**config.mk**
```make
export PLATFORM = sky130hd
export DESIGN_NAME = ascii_integer_parser_top
export DESIGN_NICKNAME = d
export VERILOG_FILES = /design/src/rtl/core/aip_pkg.sv /design/src/rtl/core/aip_core.sv /design/src/rtl/core/ascii_integer_parser_top.sv
export SDC_FILE = /design/constraint.sdc
export NUM_CORES = 1
export LEC_CHECK = 0
export ABC_CLOCK_PERIOD_IN_PS = 10700
export BUFFER_PORTS_ARGS = -buffer_cell sky130_fd_sc_hd__buf_2
export CAP_MARGIN = 20
export CELL_PAD_IN_SITES_DETAIL_PLACEMENT = 1
export CELL_PAD_IN_SITES_GLOBAL_PLACEMENT = 2
export CORE_MARGIN = 2
export CORE_UTILIZATION = 39
export DETAILED_ROUTE_END_ITERATION = 10
export MAX_ROUTING_LAYER = met4
export PLACE_DENSITY_LB_ADDON = 0.1
export SYNTH_ARGS = -nofsm -noshare
export SYNTH_HDL_FRONTEND = slang
export SYNTH_SLANG_ARGS = --single-unit
export TNS_END_PERCENT = 30
```
**constraint.sdc**
```tcl
create_clock -name clock -period 10.7 [get_ports clock]
set_input_delay 0.535 -clock clock [delete_from_list [all_inputs] [get_ports clock]]
set_output_delay 0.535 -clock clock [all_outputs]
set_load 0.02 [all_outputs]
```
**src/rtl/core/aip_pkg.sv**
```systemverilog
`timescale 1ns / 1ps
// ----------------------------------------------------------------------------
// aip_pkg
// Shared types, constants, the character-to-digit decode and a saturating position increment used by the
// ASCII integer parser.
// ----------------------------------------------------------------------------
package aip_pkg;

   localparam int AIP_MAX_LEN  = 256;
   localparam int AIP_POS_W    = $clog2(AIP_MAX_LEN + 1);
   localparam int AIP_STOP_W   = 9;
   localparam int AIP_VALUE_W  = 32;
   localparam int AIP_BASE_W   = 6;
   localparam int AIP_CHAR_W   = 8;
   localparam int AIP_REQ_W    = 8;
   localparam int AIP_RSP_W    = 48;

   localparam logic [AIP_BASE_W-1:0] BASE_AUTO = 6'd0;
   localparam logic [AIP_BASE_W-1:0] BASE_ONE  = 6'd1;
   localparam logic [AIP_BASE_W-1:0] BASE_BIN  = 6'd2;
   localparam logic [AIP_BASE_W-1:0] BASE_DEC  = 6'd10;
   localparam logic [AIP_BASE_W-1:0] BASE_HEX  = 6'd16;
   localparam logic [AIP_BASE_W-1:0] BASE_MAX  = 6'd36;

   localparam logic [AIP_CHAR_W-1:0] CH_SPACE = 8'h20;
   localparam logic [AIP_CHAR_W-1:0] CH_TAB   = 8'h09;
   localparam logic [AIP_CHAR_W-1:0] CH_PLUS  = 8'h2B;
   localparam logic [AIP_CHAR_W-1:0] CH_MINUS = 8'h2D;
   localparam logic [AIP_CHAR_W-1:0] CH_ZERO  = 8'h30;
   localparam logic [AIP_CHAR_W-1:0] CH_NINE  = 8'h39;
   localparam logic [AIP_CHAR_W-1:0] CH_UA    = 8'h41;
   localparam logic [AIP_CHAR_W-1:0] CH_UB    = 8'h42;
   localparam logic [AIP_CHAR_W-1:0] CH_UX    = 8'h58;
   localparam logic [AIP_CHAR_W-1:0] CH_UZ    = 8'h5A;
   localparam logic [AIP_CHAR_W-1:0] CH_LA    = 8'h61;
   localparam logic [AIP_CHAR_W-1:0] CH_LB    = 8'h62;
   localparam logic [AIP_CHAR_W-1:0] CH_LX    = 8'h78;
   localparam logic [AIP_CHAR_W-1:0] CH_LZ    = 8'h7A;

   typedef struct packed {
      logic                  ok;
      logic [AIP_BASE_W-1:0] val;
   } digit_type;

   typedef struct packed {
      logic                   base_error;
      logic [AIP_STOP_W-1:0]  stop_index;
      logic                   digits_found;
      logic [AIP_VALUE_W-1:0] value;
   } result_type;

   function automatic digit_type char_digit(input logic [AIP_CHAR_W-1:0] c);
      digit_type d;
      d.ok  = 1'b1;
      d.val = '0;
      if (c >= CH_ZERO && c <= CH_NINE) begin
         d.val = AIP_BASE_W'(c - CH_ZERO);
      end else if (c >= CH_LA && c <= CH_LZ) begin
         d.val = AIP_BASE_W'(c - CH_LA + 8'd10);
      end else if (c >= CH_UA && c <= CH_UZ) begin
         d.val = AIP_BASE_W'(c - CH_UA + 8'd10);
      end else begin
         d.ok = 1'b0;
      end
      return d;
   endfunction

   // position + 1, held at the length limit
   function automatic logic [AIP_POS_W-1:0] sat_inc(input logic [AIP_POS_W-1:0] p);
      logic [AIP_POS_W-1:0] r;
      r = (p == AIP_POS_W'(AIP_MAX_LEN)) ? p : p + AIP_POS_W'(1);
      return r;
   endfunction

endpackage

```
**src/rtl/core/aip_core.sv**
```systemverilog
`timescale 1ns / 1ps
// ----------------------------------------------------------------------------
// aip_core
// Parse state and per-character update. One word is consumed per fire
// strobe; the result for a last word is presented combinationally.
// ----------------------------------------------------------------------------
module aip_core (
   input  logic                             clock,
   input  logic                             reset,
   input  logic                             fire,
   input  logic [aip_pkg::AIP_CHAR_W-1:0]   char_in,
   input  logic                             last_in,
   input  logic [aip_pkg::AIP_BASE_W-1:0]   base_sel,
   output aip_pkg::result_type              result
);
   import aip_pkg::*;

   typedef enum logic [2:0] {
      PH_SPACE,
      PH_PREFIX,
      PH_ZERO,
      PH_DIGITS,
      PH_DONE
   } phase_type;

   phase_type               phase_ff, phase_in;
   logic                    neg_ff, neg_in;
   logic [AIP_BASE_W-1:0]   base_ff, base_in;
   logic [AIP_VALUE_W-1:0]  acc_ff, acc_in;
   logic                    seen_ff, seen_in;
   logic [AIP_POS_W-1:0]    pos_ff, pos_in;
   logic [AIP_POS_W-1:0]    endp_ff, endp_in;

   logic [AIP_BASE_W-1:0]   plain_base;
   logic                    may_prefix;
   logic                    prefix_pt;
   logic                    take;
   logic [AIP_BASE_W-1:0]   t_base;
   logic [AIP_VALUE_W-1:0]  t_acc;
   logic [AIP_VALUE_W+AIP_BASE_W-1:0] mac_full;
   logic [AIP_POS_W-1:0]    pos_inc;
   digit_type               dig;
   logic                    err;
   logic                    seen_fin;
   logic [AIP_VALUE_W-1:0]  val_signed;

   always_comb begin
      plain_base = (base_sel == BASE_AUTO) ? BASE_DEC : base_sel;
      may_prefix = (base_sel == BASE_AUTO) || (base_sel == BASE_HEX) || (base_sel == BASE_BIN);
      dig        = char_digit(char_in);
      pos_inc    = sat_inc(pos_ff);

      phase_in  = phase_ff;
      neg_in    = neg_ff;
      base_in   = base_ff;
      acc_in    = acc_ff;
      seen_in   = seen_ff;
      endp_in   = endp_ff;
      pos_in    = pos_inc;
      prefix_pt = 1'b0;
      take      = 1'b0;
      t_base    = base_ff;
      t_acc     = acc_ff;

      unique case (phase_ff)
         PH_SPACE: begin
            if (char_in == CH_SPACE || char_in == CH_TAB) begin
               phase_in = PH_SPACE;
            end else if (char_in == CH_MINUS) begin
               neg_in   = 1'b1;
               phase_in = PH_PREFIX;
            end else if (char_in == CH_PLUS) begin
               phase_in = PH_PREFIX;
            end else begin
               prefix_pt = 1'b1;
            end
         end
         PH_PREFIX: begin
            prefix_pt = 1'b1;
         end
         PH_ZERO: begin
            if ((char_in == CH_LX || char_in == CH_UX) &&
                (base_sel == BASE_AUTO || base_sel == BASE_HEX)) begin
               base_in  = BASE_HEX;
               phase_in = PH_DIGITS;
            end else if ((char_in == CH_LB || char_in == CH_UB) &&
                         (base_sel == BASE_AUTO || base_sel == BASE_BIN)) begin
               base_in  = BASE_BIN;
               phase_in = PH_DIGITS;
            end else begin
               // pending zero turns into a plain digit
               base_in  = plain_base;
               acc_in   = '0;
               seen_in  = 1'b1;
               phase_in = PH_DIGITS;
               take     = 1'b1;
               t_base   = plain_base;
               t_acc    = '0;
            end
         end
         PH_DIGITS: begin
            take = 1'b1;
         end
         default: begin
            phase_in = phase_ff;
         end
      endcase

      if (prefix_pt) begin
         if (may_prefix && char_in == CH_ZERO) begin
            endp_in  = pos_inc;
            phase_in = PH_ZERO;
         end else begin
            base_in  = plain_base;
            phase_in = PH_DIGITS;
            take     = 1'b1;
            t_base   = plain_base;
         end
      end

      mac_full = (AIP_VALUE_W+AIP_BASE_W)'(t_acc) * (AIP_VALUE_W+AIP_BASE_W)'(t_base)
               + (AIP_VALUE_W+AIP_BASE_W)'(dig.val);

      if (take) begin
         if (dig.ok && dig.val < t_base) begin
            acc_in  = mac_full[AIP_VALUE_W-1:0];
            seen_in = 1'b1;
            endp_in = pos_inc;
         end else begin
            phase_in = PH_DONE;
         end
      end

      // a zero still pending at the end counts as a digit
      err        = (base_sel == BASE_ONE) || (base_sel > BASE_MAX);
      seen_fin   = seen_in || (phase_in == PH_ZERO);
      val_signed = neg_in ? (AIP_VALUE_W'(0) - acc_in) : acc_in;

      result.base_error   = err;
      result.value        = err ? '1 : val_signed;
      result.digits_found = !err && seen_fin;
      result.stop_index   = (!err && seen_fin) ? AIP_STOP_W'(endp_in) : '0;
   end

   always_ff @(posedge clock) begin
      if (reset || (fire && last_in)) begin
         phase_ff <= PH_SPACE;
         neg_ff   <= 1'b0;
         base_ff  <= '0;
         acc_ff   <= '0;
         seen_ff  <= 1'b0;
         pos_ff   <= '0;
         endp_ff  <= '0;
      end else if (fire) begin
         phase_ff <= phase_in;
         neg_ff   <= neg_in;
         base_ff  <= base_in;
         acc_ff   <= acc_in;
         seen_ff  <= seen_in;
         pos_ff   <= pos_in;
         endp_ff  <= endp_in;
      end
   end

endmodule

```
**src/rtl/core/ascii_integer_parser_top.sv**
```systemverilog
`timescale 1ns / 1ps
// Path: an accepted last word passes the input register, then the result register.
// Throughput: one word per cycle, a last word waiting out result backpressure; the
// parse state update (one 32x6 multiply-add plus selection) lies between them.
// Reset: synchronous, active high; clears parse state, base register and valids.
// ----------------------------------------------------------------------------
// ascii_integer_parser_top
// Streams characters of a string and returns the parsed signed integer
// on the word marked last.
// ----------------------------------------------------------------------------
module ascii_integer_parser_top (
   input  logic                             clock,
   input  logic                             reset,
   input  logic                             csr_we,
   input  logic [aip_pkg::AIP_BASE_W-1:0]   csr_wdata,   // base_select
   input  logic                             req_tvalid,
   output logic                             req_tready,
   input  logic [aip_pkg::AIP_REQ_W-1:0]    req_tdata,   // [7:0] character
   input  logic                             req_tlast,
   output logic                             rsp_tvalid,
   input  logic                             rsp_tready,
   // [31:0] value, [32] digits_found, [41:33] stop_index, [42] base_error
   output logic [aip_pkg::AIP_RSP_W-1:0]    rsp_tdata
);
   import aip_pkg::*;

   logic [AIP_BASE_W-1:0]  base_ff;
   logic                   s1_valid_ff, s1_valid_in;
   logic [AIP_CHAR_W-1:0]  s1_char_ff;
   logic                   s1_last_ff;
   logic                   out_valid_ff, out_valid_in;
   result_type             out_data_ff;
   result_type             core_result;
   logic                   out_free;
   logic                   s1_go;
   logic                   req_take;

   assign out_free   = !out_valid_ff || rsp_tready;
   assign s1_go      = s1_valid_ff && (!s1_last_ff || out_free);
   assign req_tready = !s1_valid_ff || s1_go;
   assign req_take   = req_tvalid && req_tready;

   always_comb begin
      s1_valid_in = req_take ? 1'b1 : (s1_go ? 1'b0 : s1_valid_ff);
      if (s1_go && s1_last_ff) begin
         out_valid_in = 1'b1;
      end else if (rsp_tready) begin
         out_valid_in = 1'b0;
      end else begin
         out_valid_in = out_valid_ff;
      end
   end

   aip_core u_core (
      .clock    (clock),
      .reset    (reset),
      .fire     (s1_go),
      .char_in  (s1_char_ff),
      .last_in  (s1_last_ff),
      .base_sel (base_ff),
      .result   (core_result)
   );

   always_ff @(posedge clock) begin
      if (reset) begin
         base_ff      <= '0;
         s1_valid_ff  <= 1'b0;
         out_valid_ff <= 1'b0;
      end else begin
         if (csr_we) begin
            base_ff <= csr_wdata;
         end
         s1_valid_ff  <= s1_valid_in;
         out_valid_ff <= out_valid_in;
      end
   end

   always_ff @(posedge clock) begin
      if (req_take) begin
         s1_char_ff <= req_tdata[AIP_CHAR_W-1:0];
         s1_last_ff <= req_tlast;
      end
      if (s1_go && s1_last_ff) begin
         out_data_ff <= core_result;
      end
   end

   assign rsp_tvalid = out_valid_ff;
   assign rsp_tdata  = AIP_RSP_W'({out_data_ff.base_error, out_data_ff.stop_index,
                                   out_data_ff.digits_found, out_data_ff.value});

endmodule

```
[Word-level counts from Yosys, hierarchy flattened]
Index checks and enable logic that the tools add are counted.
Word-level totals
  bits in registers: 121
  bits of input ports: 20
  output and inout bits: 50
  logic and storage cells: 138
Cells by class
  add/sub/neg operators: 8
  multiply operators: 1
  order comparisons: 8
  equality and inequality tests: 17
  mux-type cells: 57
  reductions and logical operators: 31
Operator list (count)
  2-to-1 mux 32 bit: 6
  2-to-1 mux 6 bit: 14
  2-to-1 mux 9 bit: 5
  adder 32 x 6 -> 32 bit: 1
  equality test 8 x 6 -> 1 bit (second input constant): 4
  equality test 8 x 7 -> 1 bit (second input constant): 4
  multiplier 32 x 6 -> 32 bit: 1
  subtractor 1 x 32 -> 32 bit (first input constant): 1
  2-to-1 mux 1 bit: 23
  2-to-1 mux 3 bit: 6
  >= comparator 8 x 7 -> 1 bit (second input constant): 2
  less-or-equal comparator 8 x 7 -> 1 bit (second input constant): 2
  adder 6 x 4 -> 6 bit (second input constant): 2
  logical OR 1 bit: 12
  subtractor 6 bit (second input constant): 2
  logical AND 1 bit: 11
  adder 9 x 1 -> 9 bit (second input constant): 1
  equality test 3 x 2 -> 1 bit (second input constant): 3
  equality test 9 bit (second input constant): 1
  equality test 8 x 4 -> 1 bit (second input constant): 1
  >= comparator 8 x 6 -> 1 bit (second input constant): 1
  less-or-equal comparator 8 x 6 -> 1 bit (second input constant): 1
  equality test 6 x 1 -> 1 bit (second input constant): 1
  equality test 6 x 2 -> 1 bit (second input constant): 1
  11 further kinds: 16

[Depth between registers and ports, before layout]
Gate-level depths: netlist of run 1.
  word-level depth: 15
  depth in mapped cells: 32
  gate-level depth less buffers: 29

[Cells and area by module]
Synthesis of run 1 repeated with hierarchy kept, for this count alone.
Unflattened totals
  cell total of the unflattened synthesis: 1393
  area, all modules: 12176.7 µm²
Modules (own cells, without submodules)
  aip_core: instances 1, cells an instance 1303, area each 10248.6 µm², seq. area each 1221.2 µm²
  ascii_integer_parser_top: instances 1, cells an instance 90, area each 1928.1 µm², seq. area each 1721.7 µm²

[Worst setup path before layout of run 1]
OpenSTA, ideal clock, no wires.
  kind: reg2reg
  from: register s1_char_ff[0]
  to: register out_data_ff (netlist bit rsp_tdata[31]) (data pin)
  setup time: 0.268 ns
  data arrival time: 7.688 ns
  data required time: 10.432 ns
  path slack: 2.744 ns
  cell stages (with the launch flop): 32
  buffers on the path: 4
  clock period less this slack: 7.956 ns
  cells stage by stage: edfxtp_1 -> inv_1 -> ha_1 -> nor2b_1 -> o2111ai_1 -> o211ai_1 -> buf_4 -> clkbuf_1 -> clkbuf_1 -> buf_1 -> nand2_1 -> or2_2 -> fa_1 -> fa_1 -> inv_1 -> fa_1 -> inv_1 -> fa_1 -> inv_1 -> ha_1 -> o21a_1 -> o31ai_2 -> a21oi_1 -> or3_1 -> a2111oi_2 -> nand4_1 -> o31ai_1 -> o211a_1 -> nor4b_4 -> a41oi_1 -> xnor2_1 -> nand2_1
On the way
  cells in the longest elaborated chain, start to end: 14
  elaborated cells between the ends (all ways): 63
  classes of those cells: add/sub (7); mul (1); order compare (7); eq/ne (9); mux (29); reduce/logical (10)
RTL lines
  from (decl): line ascii_integer_parser_top.sv:29  | logic [AIP_CHAR_W-1:0] s1_char_ff;
  from (signal assigned): line ascii_integer_parser_top.sv:80  | s1_char_ff <= req_tdata[AIP_CHAR_W-1:0];
  equality test 8 x 7 -> 1 bit: line aip_core.sv:86  | end else if ((char_in == CH_LB || char_in == CH_UB) &&
  logical OR 1 bit: line aip_core.sv:86
  logical AND 1 bit: line aip_core.sv:86
  2-to-1 mux 6 bit: line aip_core.sv:86
  2-to-1 mux 6 bit: line aip_core.sv:82  | if ((char_in == CH_LX || char_in == CH_UX) &&
  2-to-1 mux 6 bit: line aip_core.sv:65  | unique case (phase_ff)
  2-to-1 mux 6 bit: line aip_core.sv:110  | if (may_prefix && char_in == CH_ZERO) begin
  2-to-1 mux 6 bit: line aip_core.sv:109  | if (prefix_pt) begin
  multiplier 32 x 6 -> 32 bit / < comparator 6 bit (equally long branches): line aip_core.sv:121, aip_core.sv:125
  adder 32 x 6 -> 32 bit / logical AND 1 bit (equally long branches): line aip_core.sv:122, aip_core.sv:125
  2-to-1 mux 32 bit: line aip_core.sv:125  | if (dig.ok && dig.val < t_base) begin
  2-to-1 mux 32 bit: line aip_core.sv:124  | if (take) begin
  subtractor 1 x 32 -> 32 bit: line aip_core.sv:137  | val_signed = neg_in ? (AIP_VALUE_W'(0) - acc_in) : acc_in;
  2-to-1 mux 32 bit (*): line aip_core.sv:137
  to (signal assigned): line ascii_integer_parser_top.sv:84  | out_data_ff <= core_result;
  to (decl): line ascii_integer_parser_top.sv:32  | result_type out_data_ff;
Mark *: on every way between the ends. The rest lies on a longest branch, timed or not.
A chain may end at the register's enable or synchronous reset.

[Worst setup path in the final report of run 1]
  from: register s1_char_ff[4]
  to: register out_data_ff (netlist bit rsp_tdata[31]) (data pin)
The elaborated chain is that of the path after synthesis.

==> insert_results.sql, run 1 <==
INSERT INTO impl_metrics (metric_group, metric, value, unit) VALUES
('synthesis', 'synth.top_cells.by_area', 'sky130_fd_sc_hd__fa_1 18%, sky130_fd_sc_hd__edfxtp_1 12%, sky130_fd_sc_hd__dfxtp_1 11%', ''),
('placement', 'gp_congestion', '0.861', ''),
('timing', 'timing.max_slew.rel_slack', '36.2', '%'),
('placement', 'port-buffer-count', '64', ''),
('pwr', 'power_per_cell_area', '118', 'nW/um^2'),
('drt', 'routed-via-count', '10700', ''),
('setup_path', 'cp.buffers_inverters', '5', ''),
('grt', 'global_route_wire_length_before_repair', '63800', 'microns'),
('clock_tree', 'cts_max_level', '4', ''),
('drt', 'drc', '0', ''),
('clock_tree', 'buffer_cell_driving_the_clock_tree_root', 'sky130_fd_sc_hd__clkbuf_16', ''),
('timing', 'period_minus_slack', '9480', 'ps'),
('drt', 'routed.top_layer', 'met4', ''),
('final_layout', 'post_route_cells_drive_above_1_share', '10.3', '%'),
('clock_tree', 'cts_repair_resize_count', '0', ''),
('timing', 'final.period_utilization', '88.6', '%'),
('clock_tree', 'clkLatencyLatePin', '430', 'ps'),
('synthesis', 'netlist-cell-type-count', '93', ''),
('floorplanning', 'dieWidth', '183', 'microns'),
('clock_tree', 'clkSlewWorstSetupHoldPaths', '60', 'ps'),
('timing', 'final.setup.tns', '0', 'ps'),
('floorplanning', 'ios', '70', ''),
('drt', 'met3RoutedLength', '1490', 'microns'),
('synthesis', 'synth.ff_latch_count', '121', ''),
('drt', 'drtPass1Iterations', '5', ''),
('setup_path', 'regToRegEndpoint', 'rsp_tdata[31]', ''),
('clock_tree', 'cts_tree', 'built', ''),
('timing', 'max_freq', '106', 'MHz'),
('clock_tree', 'post_cts_hold_buffer_count', '0', ''),
('floorplanning', 'die_area', '33700', 'sq um'),
('flow_run', 'timing.max_cap.violations', '0', ''),
('synthesis', 'synth_enable_flop_cells', '52', ''),
('setup_path', 'crit_top_cell', 'sky130_fd_sc_hd__inv_1', ''),
('synthesis', 'synth.yosys.seq_area_share', '23.4', '%'),
('drt', 'wl_met2', '17600', 'microns'),
('pwr', 'worst_ir_drop_on_vdd', '0.121', 'mV'),
('synthesis', 'synth.top_cell.area_share', '17.9', '%'),
('outcome', 'run_status', 'completed', ''),
('synthesis', 'postSynth.asyncResetShare', '0', '%'),
('drt', 'wl', '39100', 'microns'),
('setup_path', 'rr_startpoint', 's1_char_ff[4]', ''),
('setup_path', 'critPathMaxFanout', '24', ''),
('synthesis', 'synth_top_flop_cell', 'sky130_fd_sc_hd__dfxtp_1', ''),
('setup_path', 'crit_start', 's1_char_ff[4]', ''),
('pwr', 'leakagePower', '0.00602', 'uW'),
('timing', 'setup_viol_count_final', '0', ''),
('drt', 'detail_route.wl_per_cell', '20.4', 'microns'),
('setup_path', 'critPathRequiredTime', '10870', 'ps'),
('timing', 'finalHoldViolations', '0', ''),
('grt', 'grt_pass1_vias', '11100', ''),
('clock_tree', 'clock_sink_count', '121', ''),
('setup_path', 'worst_path_max_delay_cell', 'sky130_fd_sc_hd__a21o_1', ''),
('placement', 'post-dp-hpwl', '30100', 'microns'),
('setup_path', 'max_stage_delay', '760', 'ps'),
('timing', 'report.final.slew_viol_count', '0', ''),
('pwr', 'design_power_total', '1620', 'uW'),
('timing', 'grt_setup_unrepaired', 'no', ''),
('synthesis', 'synth_area_leader_cell', 'sky130_fd_sc_hd__fa_1', ''),
('setup_path', 'worst_setup_path_endpoint', 'rsp_tdata[31]', ''),
('drt', 'drt.antenna.violating_nets', '0', ''),
('final_layout', 'num_antenna_cells', '0', ''),
('floorplanning', 'start_util', '39.7', '%'),
('setup_path', 'startpoint_type', 'flop', ''),
('final_layout', 'synthToLayoutAreaGrowth', '9.66', '%'),
('setup_path', 'ff2ff_path_depth', '29', ''),
('setup_path', 'internal_reg_to_reg_setup_slack', '1220', 'ps'),
('grt', 'grt_total_ovfl', '0', ''),
('timing', 'worst_margin_slew', '957', 'ps'),
('setup_path', 'timing.critical_path.arrival', '9640', 'ps'),
('synthesis', 'cell_area_after_technology_mapping', '12600', 'sq um'),
('drt', 'wl_met1', '19800', 'microns');
## registers in the layout, summed over array words and instances (netlist names)
signal           cells
rsp_tvalid           1
s1_valid_ff          1
u_core.phase_ff      3
s1_last_ff           1
u_core.neg_ff        1
u_core.pos_ff        9
base_ff              6
s1_char_ff           8
u_core.seen_ff       1
u_core.base_ff       6
rsp_tdata           43
u_core.acc_ff       32
u_core.endp_ff       9
## synth_stat cells (4+ instances only)
cell type,instances
sky130_fd_sc_hd__a22oi_1,4
sky130_fd_sc_hd__ha_1,81
sky130_fd_sc_hd__nand4_1,9
sky130_fd_sc_hd__a21oi_1,68
sky130_fd_sc_hd__a211oi_1,40
sky130_fd_sc_hd__nand3_1,34
sky130_fd_sc_hd__o211ai_1,10
sky130_fd_sc_hd__buf_1,6
sky130_fd_sc_hd__xnor2_1,41
sky130_fd_sc_hd__o21ai_0,52
sky130_fd_sc_hd__or2_2,15
sky130_fd_sc_hd__o21a_1,6
sky130_fd_sc_hd__and2_1,15
sky130_fd_sc_hd__a21o_1,16
sky130_fd_sc_hd__xor2_1,25
sky130_fd_sc_hd__fa_1,112
sky130_fd_sc_hd__clkbuf_1,59
sky130_fd_sc_hd__nor4_1,6
sky130_fd_sc_hd__mux2i_1,17
sky130_fd_sc_hd__a211o_1,5
sky130_fd_sc_hd__nand2_1,123
sky130_fd_sc_hd__dfxtp_1,69
sky130_fd_sc_hd__edfxtp_1,52
sky130_fd_sc_hd__a31oi_1,21
sky130_fd_sc_hd__buf_4,9
sky130_fd_sc_hd__nand2b_1,18
sky130_fd_sc_hd__nor2b_1,9
sky130_fd_sc_hd__o31ai_1,6
sky130_fd_sc_hd__o2111ai_1,4
sky130_fd_sc_hd__inv_1,73
sky130_fd_sc_hd__a32oi_1,4
sky130_fd_sc_hd__o21ai_1,24
sky130_fd_sc_hd__nor2_1,318
sky130_fd_sc_hd__a21boi_0,4
sky130_fd_sc_hd__and3_1,8
sky130_fd_sc_hd__nor3_1,24
sky130_fd_sc_hd__buf_2,9
## worst min-delay path by stage
stage                     cells past startpoint         startpoint                 to
final                                         1       req_tdata[4]      s1_char_ff[4]
after global routing                          1       req_tdata[4]      s1_char_ff[4]
after CTS                                     1       req_tdata[4]      s1_char_ff[4]
after detailed placement                      2  u_core.base_ff[0]  u_core.base_ff[0]
after global placement                        2  u_core.base_ff[0]  u_core.base_ff[0]
after floorplan                               2  u_core.base_ff[0]  u_core.base_ff[0]
## logic make-up (layout without fill, tap and decap cells)
kind of cell	count (synthesis)	after routing	synth area share (%)
buffers and inverters	158	189	5.20
AOI/OAI and AO/OA	312	312	17.0
and+or+nand+nor	611	611	21.9
adders and majority gates	193	193	25.9
other	1	5	0.0299
DFF	121	121	23.4
muxes	19	19	1.53
xor gates and xnor gates	68	68	4.96
## area by class of cell
type / instances / area (sq um)
inverters: 73 / 274
clock inverters: 11 / 98.8
repair buffers: 84 / 480
well taps: 402 / 503
clock buffers: 21 / 450
multi-input cells: 1208 / 9020
fillers: 3790 / 17900
flip-flops and latches: 121 / 2940
## metal layers
layer | vias up | global-route usage (%)
li1 | 5147 | -
met1 | 5366 | 35.4
met2 | 165 | 38.3
met3 | 18 | 4.12
met4 | 0 | 4.10
met5 | - | -
## where the power goes
part	internal (uW)	switching [uW]	total [uW]
clock network	324	220	544
registers	509	20.4	529
logic	179	372	551
total	1010	613	1620
## cell usage in the layout, fill, tap and decap left out, types with 7 or more instances in the layout
| cell type | count |
|---|---|
| sky130_fd_sc_hd__dfxtp_1 | 69 |
| sky130_fd_sc_hd__o21ai_1 | 24 |
| sky130_fd_sc_hd__nand2_1 | 123 |
| sky130_fd_sc_hd__mux2i_1 | 15 |
| sky130_fd_sc_hd__xnor2_1 | 41 |
| sky130_fd_sc_hd__or2_2 | 15 |
| sky130_fd_sc_hd__and3_1 | 7 |
| sky130_fd_sc_hd__a21o_1 | 16 |
| sky130_fd_sc_hd__nand4_1 | 9 |
| sky130_fd_sc_hd__nand2b_1 | 18 |
| sky130_fd_sc_hd__fa_1 | 112 |
| sky130_fd_sc_hd__xor2_1 | 25 |
| sky130_fd_sc_hd__buf_4 | 18 |
| sky130_fd_sc_hd__a31oi_1 | 21 |
| sky130_fd_sc_hd__nand3_1 | 34 |
| sky130_fd_sc_hd__nor2_1 | 318 |
| sky130_fd_sc_hd__edfxtp_1 | 52 |
| sky130_fd_sc_hd__ha_1 | 81 |
| sky130_fd_sc_hd__nor2b_1 | 9 |
| sky130_fd_sc_hd__a21oi_1 | 68 |
| sky130_fd_sc_hd__a211oi_1 | 40 |
| sky130_fd_sc_hd__o21ai_0 | 52 |
| sky130_fd_sc_hd__inv_1 | 73 |
| sky130_fd_sc_hd__buf_2 | 64 |
| sky130_fd_sc_hd__clkbuf_16 | 17 |
| sky130_fd_sc_hd__and2_1 | 15 |
| sky130_fd_sc_hd__nor3_1 | 24 |
| sky130_fd_sc_hd__o211ai_1 | 10 |
## worst reg2reg max path: cells and delay by family, from the launching register on
family | cells | cell delay, ps
AOI/OAI and AO/OA | 10 | 3780
and+or+nand+nor | 7 | 1690
buffers and inverters | 5 | 360
adders and majority gates | 6 | 2720
xor gates and xnor gates | 1 | 180
DFF | 1 | 480
## through the flow
step | util [%] | cells | area (sq um) | setup WS (ps)
3_5_place_dp | 41.7 | 1886 | 13200 | 1280
2_1_floorplan | - | 1487 | 12600 | 2740
4_1_cts | 43.5 | 1918 | 13700 | 1230
6_report | 43.5 | 1920 | 13800 | 1220
3_3_place_gp | 41.7 | 1885 | 13200 | 1540
5_1_grt | 43.5 | 1920 | 13800 | 419
(Power assumes the default switching activity.)
==> run 2: changes to the inputs <==
--- a/config.mk
+++ b/config.mk
@@ -10,8 +10,8 @@
 export CAP_MARGIN = 20
 export CELL_PAD_IN_SITES_DETAIL_PLACEMENT = 1
 export CELL_PAD_IN_SITES_GLOBAL_PLACEMENT = 2
-export CORE_MARGIN = 2
-export CORE_UTILIZATION = 39
+export CORE_UTILIZATION = 40
+export CTS_BUF_LIST = sky130_fd_sc_hd__clkbuf_8
 export DETAILED_ROUTE_END_ITERATION = 10
 export MAX_ROUTING_LAYER = met4
 export PLACE_DENSITY_LB_ADDON = 0.1
==> run 2 against run 1 <==
  * The run now ends with DRC left
  * Power down 8.0%
  * Hold slack lost 35 ps
  * Clock-buffer cell count shrank 4
  * Non-clock buffer count down 1
  * Die area is 4.6% lower
  * Sequential share of layout area increased by 0.29 points
  * Clock power decreased by 23%
  * Design area fell by 1.4%
  * Clock skew grew 1.3 ps
==> insert_results.sql, run 2 (synthesis gave the netlist of run 1 again) <==
INSERT INTO impl_metrics (metric_group, metric, value, unit) VALUES
('timing', 'period_minus_slack', '9240', 'ps'),
('final_layout', 'n_fill_cell', '3750', ''),
('timing', 'final.setup.tns', '0', 'ps'),
('setup_path', 'max_stage_delay', '760', 'ps'),
('setup_path', 'startpoint_type', 'flop', ''),
('floorplanning', 'core_area', '30700', 'sq um'),
('setup_path', 'crit_top_cell', 'sky130_fd_sc_hd__inv_1', ''),
('timing', 'report.final.slew_viol_count', '0', ''),
('setup_path', 'critPathRequiredTime', '10910', 'ps'),
('clock_tree', 'post_cts_hold_buffer_count', '0', ''),
('grt', 'grt_total_ovfl', '0', ''),
('timing', 'finalClockSkew', '15.9', 'ps'),
('clock_tree', 'clock_tree.buffer_depth', '2', ''),
('floorplanning', 'dieWidth', '179', 'microns'),
('timing', 'setup_viol_count_final', '0', ''),
('final_layout', 'synthToLayoutAreaGrowth', '8.18', '%'),
('setup_path', 'worstSetupEndpointType', 'flop', ''),
('drt', 'routed-via-count', '10800', ''),
('clock_tree', 'clock_sink_count', '121', ''),
('final_layout', 'fin_nets', '1717', ''),
('placement', 'gp_congestion', '0.844', ''),
('grt', 'grt_antenna_before_repair', '0', ''),
('pwr', 'leakagePower', '0.00595', 'uW'),
('clock_tree', 'cts_max_level', '4', ''),
('clock_tree', 'cts_tree', 'built', ''),
('grt', 'grt_util_all_layers', '26.1', '%'),
('setup_path', 'timing.critical_path.depth', '30', ''),
('placement', 'placedInstanceArea', '13200', 'sq um'),
('grt', 'grt_pass1_vias', '11100', ''),
('final_layout', 'layout_common_cells', '318 x sky130_fd_sc_hd__nor2_1, 123 x sky130_fd_sc_hd__nand2_1, 112 x sky130_fd_sc_hd__fa_1', ''),
('pwr', 'worst_ir_drop_on_vdd', '0.0786', 'mV'),
('drt', 'wl_met2', '17900', 'microns'),
('drt', 'drc', '18', ''),
('final_layout', 'num_antenna_cells', '0', ''),
('final_layout', 'largest_register_ffs', '43', ''),
('drt', 'detail_route.wl_per_cell', '20.4', 'microns'),
('clock_tree', 'clkLatencyLatePin', '470', 'ps'),
('clock_tree', 'cts_repair_resize_count', '0', ''),
('drt', 'routed.top_layer', 'met4', ''),
('timing', 'worst_margin_slew', '978', 'ps'),
('floorplanning', 'ios', '70', ''),
('clock_tree', 'postCtsSetupRepairBufs', '0', ''),
('setup_path', 'worst_path_max_delay_cell', 'sky130_fd_sc_hd__a2111oi_2', ''),
('clock_tree', 'number_of_buffers_created_by_cts', '17', ''),
('grt', 'pin_count_of_the_biggest_net_entering_global_routing', '62', ''),
('outcome', 'violations_in_the_final_reports', 'DRC', ''),
('timing', 'timing.max_slew.rel_slack', '34.6', '%'),
('hold_path', 'worstHoldPathCells', '1', ''),
('drt', 'met3RoutedLength', '1460', 'microns'),
('grt', 'global_route_wire_length_before_repair', '62400', 'microns'),
('setup_path', 'cp.buffers_inverters', '6', ''),
('timing', 'final.period_utilization', '86.4', '%'),
('drt', 'wl_met1', '19300', 'microns'),
('hold_path', 'worstHoldPathType', 'input pin to flop', ''),
('setup_path', 'ff2ff_path_depth', '30', ''),
('drt', 'route.detailed.vias_per_inst', '5.66', ''),
('flow_run', 'timing.max_cap.violations', '0', ''),
('timing', 'grt_setup_unrepaired', 'no', ''),
('placement', 'port-buffer-count', '64', ''),
('final_layout', 'final_common_cell', 'sky130_fd_sc_hd__nor2_1', ''),
('drt', 'wl', '39100', 'microns'),
('setup_path', 'timing.critical_path.arrival', '9460', 'ps'),
('placement', 'post-dp-hpwl', '29800', 'microns'),
('timing', 'finalHoldViolations', '0', ''),
('floorplanning', 'die_area', '32100', 'sq um'),
('setup_path', 'worst_path_dominant_cell_family', 'compound AO/OA/AOI/OAI gates', ''),
('floorplanning', 'floorplan.rows', '64', ''),
('drt', 'drt-initial-drc-count', '520', ''),
('clock_tree', 'clkSlewWorstSetupHoldPaths', '80', 'ps'),
('final_layout', 'finalInstanceArea', '13600', 'sq um'),
('drt', 'drtPass1Iterations', '7', ''),
('clock_tree', 'buffer_cell_driving_the_clock_tree_root', 'sky130_fd_sc_hd__clkbuf_8', ''),
('floorplanning', 'start_util', '40.8', '%'),
('final_layout', 'post_route_cells_drive_above_1_share', '10.5', '%'),
('floorplanning', 'die_h', '179', 'microns'),
('setup_path', 'critPathMaxFanout', '31', ''),
('setup_path', 'crit_type', 'flop to flop', ''),
('outcome', 'run_status', 'complete, but fails checks', ''),
('pwr', 'power_per_cell_area', '110', 'nW/um^2'),
('timing', 'max_freq', '108', 'MHz'),
('drt', 'drt.antenna.violating_nets', '0', '');
run 2: cell count changes in the layout (fill, tap and decap cells not counted), moves of 2 or more:
cell | before | now
sky130_fd_sc_hd__clkinv_4 | 1 | 3
sky130_fd_sc_hd__clkbuf_8 | 1 | 17
sky130_fd_sc_hd__clkinvlp_4 | 5 | 3
sky130_fd_sc_hd__clkbuf_1 | 3 | 0
sky130_fd_sc_hd__clkinv_2 | 2 | 4
sky130_fd_sc_hd__clkbuf_16 | 17 | 0
run 2: area by class of cell:
cell class                 count  area (sq um)  area share, %
tap                          396           495           3.65
clock inverter                15           150           1.11
multi-input combinational   1208          9010           66.4
timing repair buffer          83           475           3.50
inverter                      73           274           2.02
sequential                   121          2940           21.7
clock buffer                  17           234           1.72
run 2: path summary, 6_finish.rpt:
check	start	end	slack, ps
setup / recovery	s1_char_ff[4]	rsp_tdata[31]	1460
hold / removal	req_tlast	s1_last_ff	250
setup reg to reg	s1_char_ff[4]	rsp_tdata[31]	1460
hold reg to reg	u_core.base_ff[0]	u_core.base_ff[0]	470
run 2: per-stage QoR:
stage	hold slack (ps)	utilization (%)	std cells	setup slack (ps)	power, uW
after floorplan	432	-	1487	2740	915
after global placement	443	42.8	1879	1680	1070
after detailed placement	455	42.9	1880	1420	1080
after CTS	225	44.1	1912	1400	1500
after global routing	232	44.2	1913	918	1580
final	247	44.2	1913	1460	1490
run 2: where the power goes:
| group | total [uW] | switching [uW] | internal (uW) |
|---|---|---|---|
| registers | 528 | 20.1 | 508 |
| logic | 549 | 371 | 178 |
| clock network | 418 | 212 | 206 |
run 2: layer usage:
metal	GRT usage, %	vias to the layer above
met3	3.54	35
met5	-	-
met2	39.9	190
met4	5.74	0
met1	36.7	5460
li1	-	5152
